$ cat config.mk
export PLATFORM = sky130hd
export DESIGN_NAME = wtmt_ram
export DESIGN_NICKNAME = d
export VERILOG_FILES = /design/src/rtl/wtmt_ram.sv
export SDC_FILE = /design/constraint.sdc
export NUM_CORES = 1
export LEC_CHECK = 0
export ABC_AREA = 1
export BUFFER_PORTS_ARGS = -buffer_cell sky130_fd_sc_hd__buf_2
export CAP_MARGIN = 20
export CORE_UTILIZATION = 60
export DETAILED_ROUTE_END_ITERATION = 8
export GPL_TIMING_DRIVEN = 1
export PLACE_DENSITY = 0.76
export REMOVE_ABC_BUFFERS = 1
export SYNTH_ARGS = -nofsm -noshare
export SYNTH_HDL_FRONTEND = slang
export SYNTH_SLANG_ARGS = --single-unit
$ cat constraint.sdc
create_clock -name aclk -period 3.4 [get_ports aclk]
set_input_delay 0.51 -clock aclk [delete_from_list [all_inputs] [get_ports aclk]]
set_output_delay 0.51 -clock aclk [all_outputs]
set_load 0.03 [all_outputs]
$ cat src/rtl/wtmt_ram.sv
// Generic single write port, single read port RAM with registered read data.
module wtmt_ram #(
    parameter int WIDTH = 8,
    parameter int DEPTH = 64
) (
    input  logic                                    aclk,
    input  logic                                    we,
    input  logic [((DEPTH > 1) ? $clog2(DEPTH) : 1)-1:0] waddr,
    input  logic [WIDTH-1:0]                        wdata,
    input  logic [((DEPTH > 1) ? $clog2(DEPTH) : 1)-1:0] raddr,
    output logic [WIDTH-1:0]                        rdata
);

    logic [WIDTH-1:0] mem [DEPTH];

    always_ff @(posedge aclk) begin
        if (we) begin
            mem[waddr] <= wdata;
        end
        rdata <= mem[raddr];
    end

endmodule

==> flow_summary_export.csv <==
group,metric,value,unit
clock_tree,cts_tree,"done",
yosys,yosys_warnings,0,
detailed_routing,drcViolationCount,0,
yosys,synth_common_cells,"nand2_1 (648), edfxtp_1 (512), nand3_1 (439), nor2_1 (56), buf_2 (37)",
power_and_ir_drop,pwr-share-clk,0.387,
global_route,gr-usage-met1,0.395,
yosys,synth-main-ff-cell,"edfxtp_1",
die,design.core.area,0.0348,mm²
hold_path,worst_hold_stages,3,
global_route,met3_capacity_usage_during_global_routing,0.0401,
power_and_ir_drop,p_sw,2.95,mW
yosys,asyncSetResetFlopFracSynth,0,
power_and_ir_drop,combinationalPowerShare,0.065,
sta,finalSetupViolCount,0,
run,max-cap-violations,0,
detailed_routing,post_drt_wl_per_cell,21.6,µm
power_and_ir_drop,net_sw_frac,0.227,
final_layout,layout-drive-gt1-share,0.0948,
critical_path,r2r_slack,1.99,ns
yosys,synth.largest_area_cell,"edfxtp_1",
final_layout,final_core_utilization,0.673,
sta,timing_worst_slew_pin_value,0.961,ns
clock_tree,holdBufCountCts,0,
sta,worst_hold_slack,0.266,ns
critical_path,cp.required,3.60,ns
sta,min_period_over_period,0.644,
power_and_ir_drop,worst_ir_drop_vdd,0.421,mV
sta,finalSetupTns,0,ns
power_and_ir_drop,leakage,8.52,nW
place,dp_hpwl,30300,µm
yosys,synth_area_leaders,"edfxtp_1 (72%), nand2_1 (11%), nand3_1 (10%)",
detailed_routing,number_of_nets_still_failing_antenna_checks_after_routing,0,
detailed_routing,vias_per_cell,6.00,
place,gpl.final_weighted_congestion,0.937,
detailed_routing,routed-via-count,14072,
sta,max_slew_margin,0.359,
place,place.port_buffers,29,
die,effective_utilization_at_floorplan,0.613,
yosys,synth_cell_type_count,16,
power_and_ir_drop,cell_internal_pwr,10.0,mW
final_layout,areaGrowthSynthToFinish,9.72,%
power_and_ir_drop,seq_power_share,0.548,
sta,finClkSkew,0.0259,ns
critical_path,cp_data_arrival_time,2.39,ns
global_route,first_pass_grt_wire_length,77400,µm
die,number_of_top_level_pins,30,
sta,fmax,456,MHz
place,placed_cells,2252,
global_route,globalRouteOverflowTotal,0,
yosys,yosys.cell_count.top_type,"nand2_1",
sta,rsz_0062_raised_after_global_routing,"false",
place,place_ws,0.709,ns
yosys,post_synth.cell_area_avg,11.8,µm²
global_route,vias_in_the_first_global_route,13510,
detailed_routing,detailedRoute.firstPassIterationCount,6,
global_route,globalRouteMet2Util,0.462,
final_layout,n_antenna_cell,0,
clock_tree,post_cts_resize_count,0,
sta,slew_viol_final,0,
die,floorplan.die.height,191,µm
final_layout,design.final.nets,1870,
yosys,synth_seq_cells,520,
detailed_routing,finalWirelength,50700,µm
critical_path,timing.setup.critical_path_class,"input pin to register",
clock_tree,tritoncts.num_buffers,49,
run_status,status,"finished, final reports clean",
yosys,netlist_instances,1805,
final_layout,finalNonFillerCells,2344,
clock_tree,cts_num_sinks,520,
sta,hold_viol_final,0,
clock_tree,clk_pin_slew_worst_paths,0.07,ns
die,chipWidth,191,µm
yosys,synth_area,0.0213,mm²
yosys,yosysSeqAreaShare,0.728,
critical_path,startpoint_types,"input pin",
critical_path,crit_fanout,9,
detailed_routing,drt-initial-drc-count,1796,
sta,period_needed,2.19,ns
die,die_area,0.0363,mm²
global_route,grt_antenna_before_repair,0,
yosys,post-synth-top-area-fraction,0.720,
die,placementRows,68,
yosys,synth_edf_count,512,
clock_tree,worstSkewPairLatency,0.59,ns
clock_tree,post_cts_buffers,0,
clock_tree,cts.root.buffer_cell,"clkbuf_16",
critical_path,worst_setup_path_end_kind,"register",
global_route,global_route.usage.total,0.288,
global_route,grt_max_degree,196,
hold_path,min_path_type,"input pin to register",
clock_tree,cts_max_level,2,
critical_path,ff2ff_path_depth,8,
global_route,top_usage_layer_grt,"met2",
power_and_ir_drop,power_density_cells,555,mW/mm²
clock_tree,cts-root-to-sink-buffers,3,
sta,fin_ws,1.21,ns
power by group through the flow:
stage | registers (mW) | clock network [mW] | logic [mW]
after floorplan | 7.27 | 0 | 0.358
after global placement | 7.25 | 0 | 0.817
after detailed placement | 7.25 | 0 | 0.834
after CTS | 7.12 | 5.07 | 0.839
after global routing | 7.12 | 5.29 | 0.917
final | 7.12 | 5.03 | 0.848
worst max-delay path, cell delays in order:
cell and delay (ns):
buf_2 0.15, inv_1 0.19, nand4_1 0.68, nor2_1 0.84
cells by family after synthesis:
group	share of synthesized area
AND/OR/NAND/NOR	0.232
flip-flops	0.728
buffers and inverters	0.0402
routing by layer:
| metal | wire (µm) | up-vias |
|---|---|---|
| met5 | 0 | - |
| met4 | 2200 | 0 |
| met3 | 4840 | 135 |
| met2 | 24300 | 802 |
| met1 | 19400 | 6702 |
| li1 | - | 6433 |
layout by cell type (no fill, tap or decap), types with 2 or more instances in the layout:
| master | instances |
|---|---|
| clkbuf_1 | 10 |
| dfxtp_1 | 8 |
| inv_1 | 9 |
| clkinvlp_4 | 3 |
| buf_2 | 27 |
| nor2_1 | 56 |
| nand2_1 | 648 |
| nand3_1 | 439 |
| inv_6 | 2 |
| nor4_1 | 8 |
| clkinv_2 | 15 |
| buf_4 | 68 |
| clkinv_8 | 2 |
| clkbuf_16 | 49 |
| clkinv_1 | 11 |
| buf_12 | 9 |
| nand4_1 | 9 |
| edfxtp_1 | 512 |
final timing paths:
path	startpoint	endpoint
min	raddr[5]	rdata[4]
max	waddr[1]	mem[33][4]
min reg2reg	mem[20][5]	rdata[5]
max reg2reg	mem[0][0]	rdata[0]
area by class of cell:
| cell class | instances | area [µm²] |
|---|---|---|
| Clock buffer | 59 | 1260 |
| Clock inverter | 33 | 210 |
| Fill cell | 2426 | 11400 |
| Inverter | 12 | 52.6 |
| Multi-Input combinational cell | 1160 | 4950 |
| Sequential cell | 520 | 15500 |
| Tap cell | 455 | 569 |
| Timing Repair Buffer | 105 | 837 |
flip-flops by register name, indices dropped and copies added (netlist names):
| signal | flops |
|---|---|
| mem | 512 |
| rdata | 8 |
per-stage QoR:
stage	total power [mW]	area (µm²)
after detailed placement	8.09	21900
after global placement	8.07	21900
after global routing	13.3	23400
final	13.0	23400
after CTS	13.0	23400
after floorplan	7.63	20500
Note: power is estimated with default switching activity, not from simulation.
